### config.mk
export PLATFORM = sky130hd
export DESIGN_NAME = utf8_string_run_scanner
export DESIGN_NICKNAME = d
export VERILOG_FILES = /design/src/rtl/core/u8s_pkg.sv /design/src/rtl/core/u8s_queue.sv /design/src/rtl/core/u8s_front.sv /design/src/rtl/core/u8s_back.sv /design/src/rtl/core/utf8_string_run_scanner.sv
export SDC_FILE = /design/constraint.sdc
export NUM_CORES = 1
export LEC_CHECK = 0
export BUFFER_PORTS_ARGS = -buffer_cell sky130_fd_sc_hd__buf_4
export CAP_MARGIN = 15
export CORE_UTILIZATION = 60
export CTS_CLUSTER_DIAMETER = 40
export DETAILED_ROUTE_END_ITERATION = 10
export PLACE_DENSITY_LB_ADDON = 0.05
export SETUP_SLACK_MARGIN = 0.02
export SLEW_MARGIN = 5
export SYNTH_ARGS = -nofsm -noshare
export SYNTH_HDL_FRONTEND = slang
export SYNTH_HIERARCHICAL = 1
export SYNTH_SLANG_ARGS = --single-unit
export TNS_END_PERCENT = 5
### constraint.sdc
create_clock -name clk -period 14.61 [get_ports clk]
set_clock_uncertainty 0.05 [all_clocks]
set_input_delay 0.7305 -clock clk [delete_from_list [all_inputs] [get_ports clk]]
set_output_delay 0.7305 -clock clk [all_outputs]
set_load 0.01 [all_outputs]
### src/rtl/core/u8s_pkg.sv
// Package for the UTF-8 string run scanner.
// Holds shared constants, register and mode codes, and the front-to-back event type.
// No dependencies.
`default_nettype none

package u8s_pkg;

    // Default widths of the offset and length counters
    localparam int OFFSET_BITS_DEF = 48;
    localparam int LENGTH_BITS_DEF = 32;

    // Configuration port
    localparam int CFG_INDEX_W = 2;
    localparam int CFG_DATA_W  = 16;
    localparam int MIN_LEN_W   = 16;
    localparam int MODE_W      = 2;

    localparam logic [CFG_INDEX_W-1:0] CFG_MIN_LENGTH   = 2'd0;
    localparam logic [CFG_INDEX_W-1:0] CFG_CHAR_MODE    = 2'd1;
    localparam logic [CFG_INDEX_W-1:0] CFG_INCLUDE_WS   = 2'd2;

    localparam logic [MIN_LEN_W-1:0] MIN_LENGTH_RST = 16'd4;

    // Character class modes
    localparam logic [MODE_W-1:0] MODE_ALNUM = 2'd0;
    localparam logic [MODE_W-1:0] MODE_PRINT = 2'd1;
    localparam logic [MODE_W-1:0] MODE_TEXT  = 2'd2;
    localparam logic [MODE_W-1:0] MODE_IDENT = 2'd3;

    // Input actions
    localparam logic ACT_BYTE  = 1'b0;
    localparam logic ACT_FLUSH = 1'b1;

    // Depth of the event queue between front and back
    localparam int QUEUE_DEPTH_DEF = 2;

    // Event handed from the decoder to the run tracker.
    // do_end closes the current run first; do_take then extends a run.
    typedef struct packed {
        logic       do_end;
        logic       do_take;
        logic [2:0] len;
        logic       non_ascii;
    } ev_ctrl_t;

endpackage

`default_nettype wire

### src/rtl/core/u8s_queue.sv
// Small register FIFO that decouples the decoder from the run tracker.
// Depends on nothing but its parameters.
`default_nettype none

module u8s_queue #(
    parameter int WIDTH = 8,
    parameter int DEPTH = 2
) (
    input  wire logic             clk,
    input  wire logic             rst_n,
    input  wire logic             push,
    input  wire logic [WIDTH-1:0] push_data,
    output logic                  full,
    input  wire logic             pop,
    output logic                  not_empty,
    output logic [WIDTH-1:0]      head_data
);

    localparam int PTR_W = (DEPTH > 1) ? $clog2(DEPTH) : 1;
    localparam int CNT_W = $clog2(DEPTH + 1);
    localparam logic [PTR_W-1:0] LAST = PTR_W'(DEPTH - 1);
    localparam logic [CNT_W-1:0] FULL_CNT = CNT_W'(DEPTH);

    logic [WIDTH-1:0] data_reg [DEPTH];
    logic [PTR_W-1:0] wr_ptr_reg, wr_ptr_next;
    logic [PTR_W-1:0] rd_ptr_reg, rd_ptr_next;
    logic [CNT_W-1:0] count_reg, count_next;

    assign full      = (count_reg == FULL_CNT);
    assign not_empty = (count_reg != '0);
    assign head_data = data_reg[rd_ptr_reg];

    always_comb
    begin
        wr_ptr_next = wr_ptr_reg;
        rd_ptr_next = rd_ptr_reg;
        count_next  = count_reg;
        if (push)
        begin
            wr_ptr_next = (wr_ptr_reg == LAST) ? '0 : wr_ptr_reg + 1'b1;
        end
        if (pop)
        begin
            rd_ptr_next = (rd_ptr_reg == LAST) ? '0 : rd_ptr_reg + 1'b1;
        end
        if (push && !pop)
        begin
            count_next = count_reg + 1'b1;
        end
        else if (pop && !push)
        begin
            count_next = count_reg - 1'b1;
        end
    end

    always_ff @(posedge clk or negedge rst_n)
    begin
        if (!rst_n)
        begin
            wr_ptr_reg <= '0;
            rd_ptr_reg <= '0;
            count_reg  <= '0;
        end
        else
        begin
            wr_ptr_reg <= wr_ptr_next;
            rd_ptr_reg <= rd_ptr_next;
            count_reg  <= count_next;
        end
    end

    always_ff @(posedge clk)
    begin
        if (push)
        begin
            data_reg[wr_ptr_reg] <= push_data;
        end
    end

endmodule

`default_nettype wire

### src/rtl/core/u8s_front.sv
// Front end: accepts bytes, tracks the byte offset and decodes UTF-8 sequences.
// Emits end/take events for the run tracker. Uses u8s_pkg.
`default_nettype none

module u8s_front
    import u8s_pkg::*;
#(
    parameter int OFFSET_BITS = OFFSET_BITS_DEF
) (
    input  wire logic                   clk,
    input  wire logic                   rst_n,
    input  wire logic                   in_valid,
    output logic                        in_ready,
    input  wire logic                   action,
    input  wire logic [7:0]             byte_value,
    input  wire logic [MODE_W-1:0]      char_mode,
    input  wire logic                   include_ws,
    input  wire logic                   q_full,
    output logic                        push,
    output ev_ctrl_t                    ev,
    output logic [OFFSET_BITS-1:0]      ev_start
);

    function automatic logic ascii_ok(logic [6:0] c, logic [MODE_W-1:0] mode, logic ws_en);
        logic alnum;
        logic ws;
        logic prt;
        logic ok;
        alnum = (c inside {[7'h30:7'h39], [7'h41:7'h5A], [7'h61:7'h7A]});
        ws    = (c == 7'h20) || (c == 7'h09);
        prt   = (c inside {[7'h20:7'h7E]});
        case (mode)
            MODE_ALNUM: ok = alnum || (ws_en && ws);
            MODE_PRINT: ok = prt;
            MODE_TEXT:  ok = ws_en ? (prt || ws) : (c inside {[7'h21:7'h7E]});
            MODE_IDENT: ok = alnum || (c == 7'h5F);
            default:    ok = prt;
        endcase
        return ok;
    endfunction

    logic [OFFSET_BITS-1:0] off_reg, off_next;
    logic [20:0]            val_reg, val_next;
    logic [1:0]             needed_reg, needed_next;
    logic [1:0]             got_reg, got_next;
    logic [OFFSET_BITS-1:0] pstart_reg, pstart_next;

    logic       accept;
    logic       lead_take;
    logic       lead_open;
    logic [1:0] lead_need;
    logic [20:0] lead_val;
    logic [1:0] got_inc;
    logic [20:0] cp;
    logic       bad;

    assign in_ready = !q_full;
    assign accept   = in_valid && in_ready;

    // Classify the byte as a lead byte
    always_comb
    begin
        lead_take = 1'b0;
        lead_open = 1'b0;
        lead_need = 2'd0;
        lead_val  = '0;
        if (!byte_value[7])
        begin
            lead_take = (byte_value != 8'h00) &&
                        ascii_ok(byte_value[6:0], char_mode, include_ws);
        end
        else if (byte_value inside {[8'hC2:8'hDF]})
        begin
            lead_open = 1'b1;
            lead_need = 2'd1;
            lead_val  = {16'd0, byte_value[4:0]};
        end
        else if (byte_value inside {[8'hE0:8'hEF]})
        begin
            lead_open = 1'b1;
            lead_need = 2'd2;
            lead_val  = {17'd0, byte_value[3:0]};
        end
        else if (byte_value inside {[8'hF0:8'hF4]})
        begin
            lead_open = 1'b1;
            lead_need = 2'd3;
            lead_val  = {18'd0, byte_value[2:0]};
        end
    end

    always_comb
    begin
        off_next    = off_reg;
        val_next    = val_reg;
        needed_next = needed_reg;
        got_next    = got_reg;
        pstart_next = pstart_reg;
        ev          = '0;
        ev_start    = off_reg;
        got_inc     = got_reg + 1'b1;
        cp          = {val_reg[14:0], byte_value[5:0]};
        bad         = ((needed_reg == 2'd1) && (cp < 21'h80)) ||
                      ((needed_reg == 2'd2) && (cp < 21'h800)) ||
                      ((needed_reg == 2'd3) && (cp < 21'h10000)) ||
                      (cp > 21'h10FFFF) ||
                      ((cp >= 21'hD800) && (cp <= 21'hDFFF));
        if (accept)
        begin
            if (action == ACT_FLUSH)
            begin
                // End of data: close the run, drop any open sequence
                ev.do_end   = 1'b1;
                needed_next = 2'd0;
                got_next    = 2'd0;
            end
            else
            begin
                off_next = off_reg + 1'b1;
                if ((needed_reg == 2'd0) || (byte_value[7:6] != 2'b10))
                begin
                    // Broken sequence ends the run, then the byte acts as a lead
                    if (needed_reg != 2'd0)
                    begin
                        ev.do_end = 1'b1;
                    end
                    needed_next = 2'd0;
                    got_next    = 2'd0;
                    if (lead_take)
                    begin
                        ev.do_take = 1'b1;
                        ev.len     = 3'd1;
                    end
                    else if (lead_open)
                    begin
                        needed_next = lead_need;
                        val_next    = lead_val;
                        pstart_next = off_reg;
                    end
                    else
                    begin
                        ev.do_end = 1'b1;
                    end
                end
                else
                begin
                    val_next = cp;
                    if (got_inc < needed_reg)
                    begin
                        got_next = got_inc;
                    end
                    else
                    begin
                        needed_next = 2'd0;
                        got_next    = 2'd0;
                        if (!bad && (char_mode != MODE_IDENT))
                        begin
                            ev.do_take   = 1'b1;
                            ev.len       = {1'b0, needed_reg} + 3'd1;
                            ev.non_ascii = 1'b1;
                            ev_start     = pstart_reg;
                        end
                        else
                        begin
                            ev.do_end = 1'b1;
                        end
                    end
                end
            end
        end
        push = ev.do_end || ev.do_take;
    end

    always_ff @(posedge clk or negedge rst_n)
    begin
        if (!rst_n)
        begin
            off_reg    <= '0;
            needed_reg <= '0;
            got_reg    <= '0;
        end
        else
        begin
            off_reg    <= off_next;
            needed_reg <= needed_next;
            got_reg    <= got_next;
        end
    end

    always_ff @(posedge clk)
    begin
        val_reg    <= val_next;
        pstart_reg <= pstart_next;
    end

endmodule

`default_nettype wire

### src/rtl/core/u8s_back.sv
// Back end: run tracker with saturating counters and the result register.
// Consumes events from the queue. Uses u8s_pkg.
`default_nettype none

module u8s_back
    import u8s_pkg::*;
#(
    parameter int OFFSET_BITS = OFFSET_BITS_DEF,
    parameter int LENGTH_BITS = LENGTH_BITS_DEF
) (
    input  wire logic                   clk,
    input  wire logic                   rst_n,
    input  wire logic                   q_valid,
    input  wire ev_ctrl_t               ev,
    input  wire logic [OFFSET_BITS-1:0] ev_start,
    output logic                        pop,
    input  wire logic [MIN_LEN_W-1:0]   min_length,
    output logic                        out_valid,
    input  wire logic                   out_ready,
    output logic [OFFSET_BITS-1:0]      start_offset,
    output logic [LENGTH_BITS-1:0]      byte_length,
    output logic [LENGTH_BITS-1:0]      char_length
);

    localparam int CMP_W = (LENGTH_BITS > MIN_LEN_W) ? LENGTH_BITS : MIN_LEN_W;

    logic [OFFSET_BITS-1:0] start_reg, start_next;
    logic [LENGTH_BITS-1:0] bytes_reg, bytes_next;
    logic [LENGTH_BITS-1:0] chars_reg, chars_next;
    logic                   na_reg, na_next;

    logic                   out_valid_reg;
    logic [OFFSET_BITS-1:0] out_start_reg;
    logic [LENGTH_BITS-1:0] out_bytes_reg;
    logic [LENGTH_BITS-1:0] out_chars_reg;

    logic                   qualify;
    logic [LENGTH_BITS:0]   bytes_sum;

    assign qualify = ev.do_end && na_reg &&
                     (CMP_W'(chars_reg) >= CMP_W'(min_length));
    assign pop = q_valid && (!qualify || !out_valid_reg || out_ready);

    always_comb
    begin
        start_next = start_reg;
        bytes_next = bytes_reg;
        chars_next = chars_reg;
        na_next    = na_reg;
        bytes_sum  = '0;
        if (pop)
        begin
            if (ev.do_end)
            begin
                bytes_next = '0;
                chars_next = '0;
                na_next    = 1'b0;
            end
            if (ev.do_take)
            begin
                if (chars_next == '0)
                begin
                    start_next = ev_start;
                end
                bytes_sum  = {1'b0, bytes_next} + (LENGTH_BITS + 1)'(ev.len);
                bytes_next = bytes_sum[LENGTH_BITS] ? '1 : bytes_sum[LENGTH_BITS-1:0];
                if (!(&chars_next))
                begin
                    chars_next = chars_next + 1'b1;
                end
                na_next = na_next || ev.non_ascii;
            end
        end
    end

    always_ff @(posedge clk or negedge rst_n)
    begin
        if (!rst_n)
        begin
            start_reg     <= '0;
            bytes_reg     <= '0;
            chars_reg     <= '0;
            na_reg        <= 1'b0;
            out_valid_reg <= 1'b0;
        end
        else
        begin
            start_reg <= start_next;
            bytes_reg <= bytes_next;
            chars_reg <= chars_next;
            na_reg    <= na_next;
            if (pop && qualify)
            begin
                out_valid_reg <= 1'b1;
            end
            else if (out_ready)
            begin
                out_valid_reg <= 1'b0;
            end
        end
    end

    always_ff @(posedge clk)
    begin
        if (pop && qualify)
        begin
            out_start_reg <= start_reg;
            out_bytes_reg <= bytes_reg;
            out_chars_reg <= chars_reg;
        end
    end

    assign out_valid    = out_valid_reg;
    assign start_offset = out_start_reg;
    assign byte_length  = out_bytes_reg;
    assign char_length  = out_chars_reg;

endmodule

`default_nettype wire

### src/rtl/core/utf8_string_run_scanner.sv
// The item that ends a run passes the event queue, then sets the result register.
// Throughput: one item per cycle unless the queue is full; decoder, event queue and
// run tracker each move one item per cycle; the two-entry queue absorbs output stalls.
// Reset: rst_n clears offset, decoder and run state at once; min_length returns to 4,
// char_mode and include_whitespace to 0. No clearing pass is needed.
`default_nettype none

module utf8_string_run_scanner
    import u8s_pkg::*;
#(
    parameter int OFFSET_BITS = OFFSET_BITS_DEF,
    parameter int LENGTH_BITS = LENGTH_BITS_DEF
) (
    input  wire logic                   clk,
    input  wire logic                   rst_n,
    // Configuration write channel
    input  wire logic                   cfg_valid,
    output logic                        cfg_ready,
    input  wire logic [CFG_INDEX_W-1:0] cfg_index,
    input  wire logic [CFG_DATA_W-1:0]  cfg_data,
    // Input items
    input  wire logic                   in_valid,
    output logic                        in_ready,
    input  wire logic                   action,
    input  wire logic [7:0]             byte_value,
    // Result items
    output logic                        out_valid,
    input  wire logic                   out_ready,
    output logic [OFFSET_BITS-1:0]      start_offset,
    output logic [LENGTH_BITS-1:0]      byte_length,
    output logic [LENGTH_BITS-1:0]      char_length
);

    localparam int EV_W = $bits(ev_ctrl_t);
    localparam int Q_W  = OFFSET_BITS + EV_W;

    // Configuration registers: always ready, a write takes effect in the cycle after it is accepted
    logic [MIN_LEN_W-1:0] min_length_reg;
    logic [MODE_W-1:0]    char_mode_reg;
    logic                 include_ws_reg;

    assign cfg_ready = 1'b1;

    always_ff @(posedge clk or negedge rst_n)
    begin
        if (!rst_n)
        begin
            min_length_reg <= MIN_LENGTH_RST;
            char_mode_reg  <= MODE_ALNUM;
            include_ws_reg <= 1'b0;
        end
        else if (cfg_valid && cfg_ready)
        begin
            case (cfg_index)
                CFG_MIN_LENGTH: min_length_reg <= cfg_data[MIN_LEN_W-1:0];
                CFG_CHAR_MODE:  char_mode_reg  <= cfg_data[MODE_W-1:0];
                CFG_INCLUDE_WS: include_ws_reg <= cfg_data[0];
                default:        ; // unused index: drop the write
            endcase
        end
    end

    // Front: decode bytes into end/take events
    logic                   push;
    logic                   q_full;
    ev_ctrl_t               f_ev;
    logic [OFFSET_BITS-1:0] f_start;

    u8s_front #(
        .OFFSET_BITS(OFFSET_BITS)
    ) u_front (
        .clk        (clk),
        .rst_n      (rst_n),
        .in_valid   (in_valid),
        .in_ready   (in_ready),
        .action     (action),
        .byte_value (byte_value),
        .char_mode  (char_mode_reg),
        .include_ws (include_ws_reg),
        .q_full     (q_full),
        .push       (push),
        .ev         (f_ev),
        .ev_start   (f_start)
    );

    // Queue: hold events while the result register is stalled
    logic           q_valid;
    logic           pop;
    logic [Q_W-1:0] q_head;
    ev_ctrl_t       b_ev;
    logic [OFFSET_BITS-1:0] b_start;

    u8s_queue #(
        .WIDTH(Q_W),
        .DEPTH(QUEUE_DEPTH_DEF)
    ) u_queue (
        .clk       (clk),
        .rst_n     (rst_n),
        .push      (push),
        .push_data ({f_start, f_ev}),
        .full      (q_full),
        .pop       (pop),
        .not_empty (q_valid),
        .head_data (q_head)
    );

    assign b_ev    = q_head[EV_W-1:0];
    assign b_start = q_head[Q_W-1:EV_W];

    // Back: advance the run, report qualifying runs
    u8s_back #(
        .OFFSET_BITS(OFFSET_BITS),
        .LENGTH_BITS(LENGTH_BITS)
    ) u_back (
        .clk          (clk),
        .rst_n        (rst_n),
        .q_valid      (q_valid),
        .ev           (b_ev),
        .ev_start     (b_start),
        .pop          (pop),
        .min_length   (min_length_reg),
        .out_valid    (out_valid),
        .out_ready    (out_ready),
        .start_offset (start_offset),
        .byte_length  (byte_length),
        .char_length  (char_length)
    );

endmodule

`default_nettype wire

==> summary.md <==
| Metric | Value |
|---|---|
| Worst path required time | 14.75 ns |
| Layout area overhead | 15.1% |
| Minimum clock period | 4.32 ns |
| Placer's final routability congestion estimate | 0.870 |
| TritonRoute pass-1 iters | 5 |
| Final Worst Setup Slack | 10.29 ns |
| Clock latency at the later pin of the worst-skew pair | 0.58 ns |
| Final Hold Vio Count | 0 |
| Clk root buf | clkbuf_16 |
| Final setup fails | 0 |
| Rel. slew slack | 28.4% |
| Ys Warns | 6 |
| Mapped Nets | 1,527 |
| Largest net degree at the start of global routing | 96 |
| P_leak | 0.00975 uW |
| Max reg flops | 108 |
| Final net count | 1,676 |
| Max FO, Critical Path | 95 |
| Post-synth top flop | edfxtp_1 |
| Layout cells sized above 1 | 28.5% |
| Die width | 189 um |
| RSZ-0062 raised after global routing | no |
| Via/cell ratio | 5.85 |
| P per Cell Area | 157 mW/mm^2 |
| Top-Level Pins | 147 |
| Final setup TNS | 0 ns |
| CTS tree | yes |
| Clk sinks | 472 |
| Data arrival, critical path | 4.46 ns |
| Area contributors post-synth | edfxtp_1 (41%), dfrtp_1 (22%), mux2_4 (6.9%), mux2_2 (4.1%), ha_1 (1.9%) |
| Total gr overflow | 0 |
| Fillers | 2,340 |
| Post-cts resize count | 0 |
| Most common cell after layout, fill and taps aside | edfxtp_1 |
| DR vias | 12,400 |
| FF-to-FF setup slack | 10.29 ns |
| Slowest cell on crit path | nand3b_4 |
| Final WL | 39,000 um |
| Actual slew at the worst max-slew pin | 1.07 ns |
| Starting Density | 60.8% |
| CP cell instances | ha_1, a21o_1, a21o_1, a22oi_1, a21oi_1, nand3b_4, nor4_2, buf_4 |
| CTS Buf Count | 54 |
| Crit end category | flop |
| Worst-path clk slew | 0.06 ns |
| Number of flops mapped to enable cells by yosys | 283 |
| Hpwl dp | 24,000 um |
| Avg Cell Area, Syn | 14.3 um^2 |
| Gr usage total | 22.3% |
| Yosys top cell by area | edfxtp_1 |
| Routed len/inst | 18.5 um |
| # hold bufs at CTS | 0 |
| RR Startpoint | u_back/chars_reg[13]$_DFFE_PN0N_ |
| Clock Path Buffers | 3 |
| Placement Setup Slack | 10.32 ns |
| ANT cells | 0 |
| Die height | 189 um |
| Outcome | completed |
| Htree depth | 2 |
| Register area share after synthesis | 63.1% |
| Tcrit/Tclk final | 29.6% |
| Cell variety after synth | 96 |
| Die Footprint | 0.0357 mm^2 |
| Mapped Area | 0.0210 mm^2 |
| WS Path Type | flop to flop |
| Setup Buffers After CTS | 0 |
| Vias in the first global route | 12,200 |
| Maximum clock rate | 232 MHz |
| DRC | 0 |
| Worst Setup Start Kind | flop |
| Area of the core | 0.0345 mm^2 |
| Pins over their slew limit | 0 |
| Worst Hold Class | input port to async pin |
| Critical Path Start | u_back/chars_reg[13]$_DFFE_PN0N_ |
| First-pass GRT wire length | 63,600 um |
| Slowest stage delay, CP | 0.88 ns |
| Max VDD drop | 124 uV |
| Number of synthesized register bits | 472 |
| Rows | 68 |
| Commonest non-fill, non-tap cells in the layout | edfxtp_1 (283), dfrtp_1 (187), buf_4 (154) |
| Port buffer count | 145 |
| Number of routed nets with antenna violations | 0 |
| # Max-Cap Violations | 0 |
| Synth Instances | 1,463 |
| Ys async rst share | 40.0% |
| Initial antenna violation count | 0 |
| DRT iter0 DRCs | 739 |
| Worst path most repeated cell | a21o_1 |
| Top cell type's share of synthesized area | 40.6% |
==> power by group <==
part           total (uW)  internal (uW)  switching [uW]
combinational         722            324             398
clock                1380            835             545
sequential           1690           1610            81.6
==> path summary, 6_finish.rpt <==
check                           depth (start not counted)                           endpoint
worst max-delay path                                    8   u_back/byte_length[15]$_DFFE_PP_
worst min register to register                          0  u_back/start_offset[11]$_DFFE_PP_
max in group asynchronous                               2     u_queue/rd_ptr_reg$_DFFE_PN0P_
worst max register to register                          8   u_back/byte_length[15]$_DFFE_PP_
min in group clk                                        2      min_length_reg[7]$_DFFE_PN0P_
worst min-delay path                                    1    u_back/bytes_reg[8]$_DFFE_PN0N_
==> per-stage QoR <==
stage	cells	hold slack [ns]	util [%]	total power (uW)	instance area [um^2]
after floorplan	1463	0.371	-	2310	21000
after global placement	2011	0.374	64.5	2420	22200
after CTS	2113	0.0808	70.0	3840	24100
after global routing	2113	0.0987	70.0	3960	24100
after detailed placement	2011	0.378	64.5	2440	22200
final	2113	0.0779	70.0	3800	24100
==> critical path: cells and delay by family, from the launching register on <==
family / cells / cell delay, ns
buf+inv: 1 / 0.83
fa+ha+maj: 1 / 0.31
flops: 1 / 0.51
simple gates: 2 / 1.43
compound gates: 4 / 0.76
==> cell usage after synthesis (all sizes together) (8+ instances only) <==
| cell | count |
|---|---|
| a211o | 10 |
| a21oi | 28 |
| a221o | 15 |
| and2 | 23 |
| and3 | 14 |
| and4 | 9 |
| buf | 28 |
| clkbuf | 34 |
| dfrtp | 188 |
| edfxtp | 283 |
| ha | 31 |
| inv | 51 |
| mux2 | 173 |
| mux2i | 14 |
| nand2 | 94 |
| nand3 | 60 |
| nand4 | 35 |
| nor2 | 51 |
| nor2b | 38 |
| nor3 | 30 |
| nor3b | 12 |
| nor4 | 39 |
| o211ai | 20 |
| o21ai | 25 |
| or2 | 10 |
| or4 | 8 |
| xnor2 | 26 |
| xor2 | 29 |
==> logic make-up after synthesis <==
logic type,synth area share (%)
flops,63.1
mux,11.7
compound gates,5.21
simple gates,12.3
other cells,0.0179
xor+xnor,2.30
buf+inv,3.43
fa+ha+maj,1.95
==> area by class of cell <==
type                            count  area [um^2]  area share, %
Inverter                           52          200          0.830
Tap cell                          455          569           2.36
Clock inverter                     35          389           1.61
Timing Repair Buffer              155         1170           4.85
Sequential cell                   472        13200           54.9
Clock buffer                       67         1510           6.27
Multi-Input combinational cell    877         7040           29.2
==> per-layer routing <==
layer	GRT usage, %	vias up	share of wire (%)
li1	-	5793	-
met1	29.6	6186	44
met2	38.1	330	50
met3	3.58	51	4.7
met4	6.39	0	1.8
met5	0	-	0
(Power assumes the default switching activity.)
